<file path="src/rtl/core/wsq_pkg.sv">
// ----------------------------------------------------------------------------
// wsq_pkg
// Shared types and codes of the two-class weighted service queue.
// ----------------------------------------------------------------------------
package wsq_pkg;

    localparam int DATA_W = 8;
    localparam int ID_W   = 16;
    localparam int AGE_W  = 8;
    localparam int STAT_W = 3;
    localparam int CIDX_W = 1;

    // request codes
    localparam logic FUNC_ADD   = 1'b0;
    localparam logic FUNC_SERVE = 1'b1;

    // result status codes
    localparam logic [STAT_W-1:0] ST_ADDED       = 3'd0;
    localparam logic [STAT_W-1:0] ST_DROPPED     = 3'd1;
    localparam logic [STAT_W-1:0] ST_SERVED_PRIO = 3'd2;
    localparam logic [STAT_W-1:0] ST_SERVED_NORM = 3'd3;
    localparam logic [STAT_W-1:0] ST_NONE        = 3'd4;

    // configuration register indexes
    localparam logic [CIDX_W-1:0] CFG_QUOTA  = 1'b0;
    localparam logic [CIDX_W-1:0] CFG_THRESH = 1'b1;

    localparam logic [DATA_W-1:0] QUOTA_RESET  = 8'd3;
    localparam logic [AGE_W-1:0]  THRESH_RESET = 8'd60;

    typedef struct packed {
        logic             func;
        logic [ID_W-1:0]  client_id;
        logic [AGE_W-1:0] client_age;
    } t_in_item;

    typedef struct packed {
        logic [STAT_W-1:0] status;
        logic [ID_W-1:0]   served_id;
        logic [AGE_W-1:0]  served_age;
    } t_out_item;

    // classified command from front to back
    typedef struct packed {
        logic             serve;
        logic             to_prio;
        logic [ID_W-1:0]  id;
        logic [AGE_W-1:0] age;
    } t_cmd;

    typedef struct packed {
        logic [ID_W-1:0]  id;
        logic [AGE_W-1:0] age;
    } t_entry;

    // credit reload request from the configuration port
    typedef struct packed {
        logic              we;
        logic [DATA_W-1:0] value;
    } t_quota_wr;

endpackage

</file>
<file path="src/rtl/core/two_class_weighted_service_queue_top.sv">
// ----------------------------------------------------------------------------
// two_class_weighted_service_queue_top
// Two-class queue with credit-weighted service between a priority and a
// normal FIFO of (id, age) entries.
// ----------------------------------------------------------------------------
// Each request yields exactly one result. Add requests go to the priority
// FIFO when the age is strictly above age_threshold, otherwise to the normal
// FIFO; a full target drops the entry with status "dropped". Serve requests
// take from the priority FIFO while credit remains (one credit per priority
// serve), fall back to the normal FIFO when the priority FIFO is empty, and
// once the credit is spent force one normal serve and reload the credit from
// priority_quota. Throughput is one request per cycle sustained while results
// are taken: the back end executes one command per clock when not stalled,
// with one write and one registered read per FIFO store, and a result is
// registered as its command leaves the command queue. A two-entry command
// queue between the front (classify) and the back (execute) lets either side
// stall on its own, and the result register lets a new request be taken
// while the previous result waits. Configuration is written through a
// simple write port; writing priority_quota also reloads the credit counter.
module two_class_weighted_service_queue_top #(
    parameter int QUEUE_DEPTH = 16
) (
    input  logic               i_clk,
    input  logic               i_rst_n,
    // request channel
    input  logic               i_in_valid,
    output logic               o_in_ready,
    input  wsq_pkg::t_in_item  i_in_item,
    // result channel
    output logic               o_out_valid,
    input  logic               i_out_ready,
    output wsq_pkg::t_out_item o_out_item,
    // configuration write port
    input  logic               i_cfg_we,
    input  logic [0:0]         i_cfg_idx,
    input  logic [7:0]         i_cfg_data
);
    import wsq_pkg::*;

    // configuration registers
    logic [7:0] r_quota;
    logic [7:0] r_thresh;
    t_quota_wr  quota_wr;

    // front-to-back command transfer
    logic cmd_valid;
    logic cmd_ready;
    t_cmd cmd;

    // decode register writes; a quota write also reloads the credit
    always_comb begin
        quota_wr.we    = 1'b0;
        quota_wr.value = i_cfg_data;
        case (i_cfg_idx)
            CFG_QUOTA:  quota_wr.we = i_cfg_we;
            default:    quota_wr.we = 1'b0;
        endcase
    end

    always_ff @(posedge i_clk) begin
        if (!i_rst_n) begin
            r_quota  <= QUOTA_RESET;
            r_thresh <= THRESH_RESET;
        end else if (i_cfg_we) begin
            case (i_cfg_idx)
                CFG_QUOTA:  r_quota  <= i_cfg_data;
                CFG_THRESH: r_thresh <= i_cfg_data;
                default:    r_quota  <= r_quota;
            endcase
        end
    end

    // front: take requests, classify adds by age, hold them in the queue
    wsq_front u_front (
        .i_clk          (i_clk),
        .i_rst_n        (i_rst_n),
        .i_in_valid     (i_in_valid),
        .o_in_ready     (o_in_ready),
        .i_in_item      (i_in_item),
        .i_age_threshold(r_thresh),
        .o_cmd_valid    (cmd_valid),
        .i_cmd_ready    (cmd_ready),
        .o_cmd          (cmd)
    );

    // back: FIFO stores, credit counter and result register
    wsq_back #(
        .QUEUE_DEPTH(QUEUE_DEPTH)
    ) u_back (
        .i_clk      (i_clk),
        .i_rst_n    (i_rst_n),
        .i_cmd_valid(cmd_valid),
        .o_cmd_ready(cmd_ready),
        .i_cmd      (cmd),
        .i_quota    (r_quota),
        .i_quota_wr (quota_wr),
        .o_out_valid(o_out_valid),
        .i_out_ready(i_out_ready),
        .o_out_item (o_out_item)
    );

endmodule

</file>
<file path="src/rtl/core/wsq_front.sv">
// ----------------------------------------------------------------------------
// wsq_front
// Accepts requests, classifies adds by age and queues them for the back end.
// ----------------------------------------------------------------------------
module wsq_front (
    input  logic              i_clk,
    input  logic              i_rst_n,
    input  logic              i_in_valid,
    output logic              o_in_ready,
    input  wsq_pkg::t_in_item i_in_item,
    input  logic [7:0]        i_age_threshold,
    output logic              o_cmd_valid,
    input  logic              i_cmd_ready,
    output wsq_pkg::t_cmd     o_cmd
);
    import wsq_pkg::*;

    t_cmd       r_q [2];
    logic       r_wr_ptr;
    logic       r_rd_ptr;
    logic [1:0] r_cnt;
    logic [1:0] n_cnt;
    logic       push;
    logic       pop;
    t_cmd       cmd_in;

    assign o_in_ready  = (r_cnt != 2'd2);
    assign o_cmd_valid = (r_cnt != 2'd0);
    assign o_cmd       = r_q[r_rd_ptr];
    assign push        = i_in_valid && o_in_ready;
    assign pop         = o_cmd_valid && i_cmd_ready;

    always_comb begin
        cmd_in.serve   = (i_in_item.func == FUNC_SERVE);
        cmd_in.to_prio = (i_in_item.client_age > i_age_threshold);
        cmd_in.id      = i_in_item.client_id;
        cmd_in.age     = i_in_item.client_age;
        n_cnt = r_cnt;
        if (push && !pop) begin
            n_cnt = r_cnt + 2'd1;
        end else if (pop && !push) begin
            n_cnt = r_cnt - 2'd1;
        end
    end

    always_ff @(posedge i_clk) begin
        if (push) begin
            r_q[r_wr_ptr] <= cmd_in;
        end
    end

    always_ff @(posedge i_clk) begin
        if (!i_rst_n) begin
            r_wr_ptr <= 1'b0;
            r_rd_ptr <= 1'b0;
            r_cnt    <= 2'd0;
        end else begin
            if (push) begin
                r_wr_ptr <= ~r_wr_ptr;
            end
            if (pop) begin
                r_rd_ptr <= ~r_rd_ptr;
            end
            r_cnt <= n_cnt;
        end
    end

endmodule

</file>
<file path="src/rtl/core/wsq_back.sv">
// ----------------------------------------------------------------------------
// wsq_back
// Both entry FIFOs and the credit counter; one command a cycle unless stalled.
// ----------------------------------------------------------------------------
module wsq_back #(
    parameter int QUEUE_DEPTH = 16
) (
    input  logic               i_clk,
    input  logic               i_rst_n,
    input  logic               i_cmd_valid,
    output logic               o_cmd_ready,
    input  wsq_pkg::t_cmd      i_cmd,
    input  logic [7:0]         i_quota,
    input  wsq_pkg::t_quota_wr i_quota_wr,
    output logic               o_out_valid,
    input  logic               i_out_ready,
    output wsq_pkg::t_out_item o_out_item
);
    import wsq_pkg::*;

    localparam int PW = $clog2(QUEUE_DEPTH);
    localparam int FW = $clog2(QUEUE_DEPTH + 1);
    localparam logic [FW-1:0] FULL = FW'(QUEUE_DEPTH);
    localparam logic [PW-1:0] LAST = PW'(QUEUE_DEPTH - 1);
    localparam logic [PW-1:0] PTR_ONE  = PW'(1);
    localparam logic [FW-1:0] FILL_ONE = FW'(1);

    t_entry r_p_mem [QUEUE_DEPTH];
    t_entry r_n_mem [QUEUE_DEPTH];

    logic [PW-1:0] r_p_head, r_p_tail, r_n_head, r_n_tail;
    logic [FW-1:0] r_p_fill, r_n_fill;
    logic [7:0]    r_credit;
    t_entry        r_p_rdata, r_n_rdata;
    logic          r_out_valid;
    logic [2:0]    r_status;
    logic          r_sel_p, r_sel_n;

    logic       fire;
    logic       p_push, n_push, p_pop, n_pop;
    logic [2:0] n_status;
    logic [7:0] n_credit;
    logic       p_empty, n_empty, p_full, n_full;
    t_entry     wr_entry;

    assign fire        = i_cmd_valid && (!r_out_valid || i_out_ready);
    assign o_cmd_ready = !r_out_valid || i_out_ready;
    assign p_empty     = (r_p_fill == '0);
    assign n_empty     = (r_n_fill == '0);
    assign p_full      = (r_p_fill == FULL);
    assign n_full      = (r_n_fill == FULL);
    assign wr_entry    = '{id: i_cmd.id, age: i_cmd.age};

    always_comb begin
        p_push   = 1'b0;
        n_push   = 1'b0;
        p_pop    = 1'b0;
        n_pop    = 1'b0;
        n_status = ST_NONE;
        n_credit = r_credit;
        if (!i_cmd.serve) begin
            if (i_cmd.to_prio) begin
                p_push   = !p_full;
                n_status = p_full ? ST_DROPPED : ST_ADDED;
            end else begin
                n_push   = !n_full;
                n_status = n_full ? ST_DROPPED : ST_ADDED;
            end
        end else if (r_credit != 8'd0) begin
            if (!p_empty) begin
                p_pop    = 1'b1;
                n_credit = r_credit - 8'd1;
                n_status = ST_SERVED_PRIO;
            end else if (!n_empty) begin
                n_pop    = 1'b1;
                n_status = ST_SERVED_NORM;
            end
        end else begin
            // credit spent: force a normal serve and reload
            n_pop    = !n_empty;
            n_status = n_empty ? ST_NONE : ST_SERVED_NORM;
            n_credit = i_quota;
        end
    end

    // entry stores: one write and one registered read per cycle each
    always_ff @(posedge i_clk) begin
        if (fire && p_push) begin
            r_p_mem[r_p_tail] <= wr_entry;
        end
        if (fire && p_pop) begin
            r_p_rdata <= r_p_mem[r_p_head];
        end
        if (fire && n_push) begin
            r_n_mem[r_n_tail] <= wr_entry;
        end
        if (fire && n_pop) begin
            r_n_rdata <= r_n_mem[r_n_head];
        end
    end

    always_ff @(posedge i_clk) begin
        if (fire) begin
            r_status <= n_status;
            r_sel_p  <= p_pop;
            r_sel_n  <= n_pop;
        end
    end

    always_ff @(posedge i_clk) begin
        if (!i_rst_n) begin
            r_p_head    <= '0;
            r_p_tail    <= '0;
            r_p_fill    <= '0;
            r_n_head    <= '0;
            r_n_tail    <= '0;
            r_n_fill    <= '0;
            r_credit    <= QUOTA_RESET;
            r_out_valid <= 1'b0;
        end else begin
            if (fire) begin
                r_out_valid <= 1'b1;
                if (p_push) begin
                    r_p_tail <= (r_p_tail == LAST) ? '0 : r_p_tail + PTR_ONE;
                    r_p_fill <= r_p_fill + FILL_ONE;
                end
                if (p_pop) begin
                    r_p_head <= (r_p_head == LAST) ? '0 : r_p_head + PTR_ONE;
                    r_p_fill <= r_p_fill - FILL_ONE;
                end
                if (n_push) begin
                    r_n_tail <= (r_n_tail == LAST) ? '0 : r_n_tail + PTR_ONE;
                    r_n_fill <= r_n_fill + FILL_ONE;
                end
                if (n_pop) begin
                    r_n_head <= (r_n_head == LAST) ? '0 : r_n_head + PTR_ONE;
                    r_n_fill <= r_n_fill - FILL_ONE;
                end
            end else if (i_out_ready) begin
                r_out_valid <= 1'b0;
            end
            if (i_quota_wr.we) begin
                r_credit <= i_quota_wr.value;
            end else if (fire) begin
                r_credit <= n_credit;
            end
        end
    end

    assign o_out_valid           = r_out_valid;
    assign o_out_item.status     = r_status;
    assign o_out_item.served_id  = r_sel_p ? r_p_rdata.id  : (r_sel_n ? r_n_rdata.id  : '0);
    assign o_out_item.served_age = r_sel_p ? r_p_rdata.age : (r_sel_n ? r_n_rdata.age : '0);

`ifndef NO_ASSERTIONS
    a_p_fill_bound: assert property (@(posedge i_clk) disable iff (!i_rst_n)
        r_p_fill <= FULL)
        else $error("priority fill above depth");

    a_n_fill_bound: assert property (@(posedge i_clk) disable iff (!i_rst_n)
        r_n_fill <= FULL)
        else $error("normal fill above depth");

    a_credit_use: assert property (@(posedge i_clk) disable iff (!i_rst_n)
        i_rst_n && fire && p_pop && !i_quota_wr.we |=> r_credit == $past(r_credit) - 8'd1)
        else $error("priority serve did not use one credit");

    a_credit_reload: assert property (@(posedge i_clk) disable iff (!i_rst_n)
        i_rst_n && fire && i_cmd.serve && r_credit == 8'd0 && !i_quota_wr.we
        |=> r_credit == $past(i_quota))
        else $error("credit not reloaded after forced normal serve");
`endif

endmodule
</file>
<file path="config.mk">
export PLATFORM = sky130hd
export DESIGN_NAME = two_class_weighted_service_queue_top
export DESIGN_NICKNAME = d
export VERILOG_FILES = /design/src/rtl/core/wsq_pkg.sv /design/src/rtl/core/two_class_weighted_service_queue_top.sv /design/src/rtl/core/wsq_front.sv /design/src/rtl/core/wsq_back.sv
export SDC_FILE = /design/constraint.sdc
export NUM_CORES = 1
export LEC_CHECK = 0
export BUFFER_PORTS_ARGS = -buffer_cell sky130_fd_sc_hd__buf_2
export CAP_MARGIN = 20
export CORE_MARGIN = 5
export CORE_UTILIZATION = 24
export DETAILED_ROUTE_END_ITERATION = 7
export HOLD_SLACK_MARGIN = 0.12
export PLACE_DENSITY_LB_ADDON = 0.05
export SLEW_MARGIN = 0
export SYNTH_ARGS = -nofsm -noshare
export SYNTH_HDL_FRONTEND = slang
export SYNTH_SLANG_ARGS = --single-unit
export TNS_END_PERCENT = 20
</file>
<file path="constraint.sdc">
create_clock -name i_clk -period 6.1 [get_ports i_clk]
set_input_delay 1.22 -clock i_clk [delete_from_list [all_inputs] [get_ports i_clk]]
set_output_delay 1.22 -clock i_clk [all_outputs]
set_load 0.02 [all_outputs]
</file>
## Yosys cells after proc, flatten, opt, wreduce, memory -nomap -nowiden

Memories as Yosys holds them, arrays and structs flattened. A register that Yosys moved wholly into a read port is not among the register bits.
Cells that the tools add are included.
Widths: inputs -> output; s select.

- Register bits after elaboration: 60
- Bits in latches: 0
- Memory bits (writable): 820
- ROM bits: 0
- Bits of input ports: 39
- Output and inout port bits: 29
- Word-level logic and storage cells: 124
- Memories kept: 3

- Add/sub/neg operators: 11
- $mul: 0
- Divide/modulo/power cells: 0
- Order comparisons: 1
- Equal/unequal tests: 8
- Shift-type cells: 0
- Multiplexer cells: 48
- Bitwise operators: 3
- Reduce and logical (&&, ||, !) cells: 34

Memory list:

| memory | words | width | read ports | clocked after Yosys merged registers in | write ports | line | source |
|---|---|---|---|---|---|---|---|
| u_back.r_n_mem | 16 | 24 | 1 | 1 | 1 | wsq_back.sv:29 | `t_entry r_n_mem [QUEUE_DEPTH];` |
| u_back.r_p_mem | 16 | 24 | 1 | 1 | 1 | wsq_back.sv:28 | `t_entry r_p_mem [QUEUE_DEPTH];` |
| u_front.r_q | 2 | 26 | 1 | 1 | 1 | wsq_front.sv:18 | `t_cmd r_q [2];` |

Operators by type and width:

| kind | count |
|---|---|
| $mux 8 | 7 |
| $mux 16 | 2 |
| $mux 1 | 24 |
| $mux 5 | 4 |
| $add 4x1->4 const B | 4 |
| $eq 4x4->1 const B | 4 |
| $mux 4 | 4 |
| $reduce_and 2->1 | 8 |
| $mux 3 | 5 |
| $reduce_bool 2->1 | 7 |
| $add 5x1->5 const B | 2 |
| $eq 5x5->1 const B | 2 |
| $logic_not 5->1 | 2 |
| $sub 5x1->5 const B | 2 |
| $gt 8x8->1 | 1 |
| $logic_and 1x1->1 | 8 |
| $reduce_bool 8->1 | 1 |
| $sub 8x1->8 const B | 1 |
| $logic_not 1->1 | 6 |
| $mux 2 | 2 |
| $ne 3x3->1 const B | 1 |
| $not 1->1 | 3 |
| $reduce_and 3->1 | 1 |
| $add 2x1->2 const B | 1 |
| other kinds (3) | 3 |

## Logic depth before layout (Yosys ltp)

- Word-level depth: 7
- Depth in mapped cells: 13
- Gate-level depth less buffers: 13

## Cells and area by module

A second synthesis with hierarchy kept.

- Cell total of the unflattened synthesis: 1751
- Area total of the unflattened synthesis: 36198.5 um^2

Modules (own cells, without submodules):

| module | instances | cells an instance | area an instance (um^2) | seq. area each (um^2) |
|---|---|---|---|---|
| wsq_back | 1 | 1549 | 33218.1 | 25354.3 |
| wsq_front | 1 | 132 | 2317.2 | 1661.6 |
| two_class_weighted_service_queue_top | 1 | 70 | 663.1 | 320.3 |

## Least setup slack after synthesis

OpenSTA, ideal clock, no wires.

- Path kind: input-to-reg
- Start point: in i_out_ready
- End point: mem u_back.r_n_mem[0][0] (netlist bit) (enable)
- Library setup time: 0.435 ns
- Arrival: 3.966 ns
- Required time: 5.665 ns
- Path slack: 1.699 ns
- Stages: 6
- Buffers on the path: 1
- Cell sequence: nor2b_1 a2111oi_0 and2_1 buf_2 nand2_1 nor3_1

- Longest elaborated chain between the ends: 5

Ends and longest elaborated chain:

| item | line | source |
|---|---|---|
| start: declaration | two_class_weighted_service_queue_top.sv:31 | `input logic i_out_ready,` |
| $logic_or 1x1->1 | wsq_back.sv:46 | `assign fire = i_cmd_valid && (!r_out_valid \|\| i_out_ready);` |
| $logic_and 1x1->1 | wsq_back.sv:46 |  |
| $logic_and 1x1->1 | wsq_back.sv:94 | `if (fire && n_push) begin` |
| $mux 1 | wsq_back.sv:94 |  |
| $mux 1 (implied by the code) | wsq_back.sv:95 | `r_n_mem[r_n_tail] <= wr_entry;` |
| end: declaration | wsq_back.sv:29 |  |

No other way between the ends.

==> impl_metrics.tcl <==
set metrics [dict create \
    clockRootBuffer "sky130_fd_sc_hd__clkbuf_16" \
    post_synthesis_cell_type_count 63 \
    maximum_number_of_pins_on_one_net_before_global_route_repair 64 \
    maxClockFrequency_mhz 248.4 \
    holdWs_ps 447.3 \
    num_rows 141 \
    timing.critical_path.slowest_stage_cell "sky130_fd_sc_hd__edfxtp_1" \
    holdCritPathClass "register to register" \
    synth_async_sr_flop_share 0 \
    first_global_vias 17672 \
    synth_fp_nets 1736 \
    route.layer.met1.wl_um 54300 \
    setup_total_negative_slack_ps 0 \
    period_needed_ps 4026 \
    top_layer "met4" \
    rsz0062_at_grt "no" \
    iteration_0_drc_count_of_the_detailed_router 1406 \
    synth.cell_area_mm2 0.03583 \
    tritoncts "done" \
    synth.top_cell.area_share 0.7316 \
    postRouteAntennaNets 0 \
    worstMarginPinSlew_ps 1127 \
    per_cell_routed_wire_length_um 29.15 \
    fp.coreArea_mm2 0.1480 \
    slew_headroom 0.2485 \
    area_overhead_vs_synth_pct 17.89 \
    horiz_die_dim_um 396.4 \
    static-leakage-power_nw 12.82 \
    final_cell_count_no_fill 3819 \
    yosys_warnings 0 \
    floorplan.io_pins 68 \
    i_o_buffers 67 \
    effective_utilization_at_floorplan 0.2421 \
    timing.critical_path.required_ps 4880 \
    place.detailed.hpwl_um 68190 \
    routabilityCongestion 0.7413 \
    number_of_max_capacitance_violations_reported 0 \
    cts.hold.buffers_added 0 \
    clk-insertion-delay-late_ps 690 \
    routed-via-count 16996 \
    cts_max_level 3 \
    critical_path.cell_chain "nor2b_2, buf_8, a22o_1, buf_2" \
    final-hold-violation-count 0 \
    detail_route.drc_violations 0 \
    power_density_mw_per_mm2 415.7 \
    met2WireLength_um 48580 \
    critical_path.max_stage_delay_ps 810 \
    fin_total_pwr_w 0.01756 \
    dp_worst_setup_slack_ps 1410 \
    cts-buffers-inserted 109 \
    combined_global_route_utilization_of_all_metal_layers 0.1408 \
    detailedRoute.firstPassIterationCount 4 \
    postSynth.topFlopCell "sky130_fd_sc_hd__edfxtp_1" \
    routed_via_density 4.450 \
    finalSetupViolCount 0 \
    post-route-period-util 0.6600 \
    synth_edf_count 873 \
    endpoint_kind "output port" \
    syn_inst 1669 \
    totalWireLength_um 111300 \
    arrival_ps 2810 \
    syn-mean-instance-area_um2 21.47 \
    timing_max_transition_violations_final 0 \
    synth-seq-cells 929 \
    path_buf_inv 2 \
    globalRouteOverflowTotal 0 \
    post_cts.resized_instances 0 \
    drive_gt1_frac 0.3011 \
    design.die.area_mm2 0.1571 \
    met3_length_um 5874 \
    die_height_um 396.4 \
    outcome "finished clean" \
    max-vdd-ir-drop_uv 207.5 \
    cp_max_fo 26 \
    critical_path.top_delay_family "flip-flops" \
    net_total_in_the_final_layout 1861 \
    clock_sink_count 929 \
    yosysSeqAreaShare 0.7629 \
    cts_post_setup_buffers_inserted 0 \
    placed_cells_incl_taps 3610 \
    grt_pass1_wl_um 152400 \
    crit_type "register to output port" \
    layout_commonest_cell "sky130_fd_sc_hd__edfxtp_1" \
    leading_cell_types_by_total_area_after_synthesis "sky130_fd_sc_hd__edfxtp_1 (73%), sky130_fd_sc_hd__mux4_2 (15%), sky130_fd_sc_hd__dfxtp_1 (3.1%)" \
    cts_max_path_buffers 3 \
    worst_setup_hold_path_clk_slew_ps 60 \
    finalClockSkew_ps 23.79 \
    worst_setup_path_start_kind "register" \
    library_cell_with_the_largest_summed_area_after_synthesis "sky130_fd_sc_hd__edfxtp_1" \
    grt_antenna_before_repair 27 \
    mostFrequentLayoutCells "sky130_fd_sc_hd__edfxtp_1 (873), sky130_fd_sc_hd__mux4_2 (240), sky130_fd_sc_hd__clkbuf_16 (111)" \
    finalWorstSetupSlack_ps 2074 \
]
==> layout make-up <==
class / instances / area (um2)
sequential: 929 / 27360
clock inverter: 63 / 579.3
fill: 14364 / 105800
tap: 1930 / 2415
clock buffer: 137 / 2875
antenna: 6 / 15.01
multi-input combinational: 635 / 8323
timing repair buffer: 97 / 595.6
inverter: 22 / 82.58
==> sequential cells by signal, indices dropped and copies added, names as in the netlist, 5 cells and up, named ones only <==
name and flops:
u_back.r_n_fill 5, u_back.r_p_fill 5, r_quota 8, u_back.r_n_mem 384, r_thresh 8, u_back.r_p_mem 384, u_back.r_credit 8, u_back.r_p_rdata 24
u_front.r_q 52, u_back.r_n_rdata 24
==> where the power goes <==
group | total [W] | switching (W) | internal (W)
Sequential | 0.00801 | 0.000220 | 0.00779
Combinational | 0.00320 | 0.00221 | 0.000991
Clock | 0.00635 | 0.00261 | 0.00374
==> final timing paths <==
check / depth (start not counted) / to / from / slack (ps)
min: 1 / r_quota[0] / r_quota[0] / 450
max reg2reg: 12 / u_back.r_n_fill[4] / u_back.r_credit[0] / 2100
min reg2reg: 1 / r_quota[0] / r_quota[0] / 450
max: 4 / o_out_item[18] / u_back.r_sel_p / 2070
==> cells in the mapped netlist (4+ instances only) <==
cell,instances
sky130_fd_sc_hd__nand2_1,59
sky130_fd_sc_hd__a31oi_1,8
sky130_fd_sc_hd__edfxtp_1,873
sky130_fd_sc_hd__a21o_1,5
sky130_fd_sc_hd__o21ai_0,12
sky130_fd_sc_hd__buf_1,26
sky130_fd_sc_hd__and3_1,5
sky130_fd_sc_hd__xnor2_1,4
sky130_fd_sc_hd__inv_1,20
sky130_fd_sc_hd__or3_1,6
sky130_fd_sc_hd__nor3_1,20
sky130_fd_sc_hd__dfxtp_1,56
sky130_fd_sc_hd__xor2_1,8
sky130_fd_sc_hd__nand2b_1,10
sky130_fd_sc_hd__nand4_1,6
sky130_fd_sc_hd__o211ai_1,6
sky130_fd_sc_hd__mux2i_1,5
sky130_fd_sc_hd__nand3_1,8
sky130_fd_sc_hd__clkbuf_1,53
sky130_fd_sc_hd__ha_1,26
sky130_fd_sc_hd__nor2_1,52
sky130_fd_sc_hd__and2_1,4
sky130_fd_sc_hd__a22o_1,23
sky130_fd_sc_hd__mux4_2,240
sky130_fd_sc_hd__or4_1,6
sky130_fd_sc_hd__o31ai_1,4
sky130_fd_sc_hd__mux2_2,26
sky130_fd_sc_hd__nor2b_1,8
sky130_fd_sc_hd__a21oi_1,41
==> stage by stage <==
step                utilization  instance area (um2)
floorplan                     -                35830
global placement         0.2616                38720
detailed placement       0.2617                38740
CTS                      0.2851                42200
global route             0.2853                42230
finish                   0.2854                42240
==> logic make-up (layout without fill, tap and decap cells) <==
group | after synthesis | after routing | share of synthesized area
flip-flops | 929 | 929 | 0.7629
multiplexers | 271 | 271 | 0.1604
AND/OR/NAND/NOR | 196 | 196 | 0.02664
AO/OA/AOI/OAI | 128 | 128 | 0.02560
buffers and inverters | 105 | 319 | 0.01131
adder cells (fa/ha/maj) | 28 | 28 | 0.01020
XOR/XNOR | 12 | 12 | 0.002933
other | 0 | 6 | 0
==> layer usage <==
layer	up-vias	GRT usage
li1	7245	-
met2	398	0.2089
met3	119	0.02881
met5	-	0
met4	0	0.04021
met1	9234	0.2084
No activity file was read; power rests on OpenSTA's default activity.
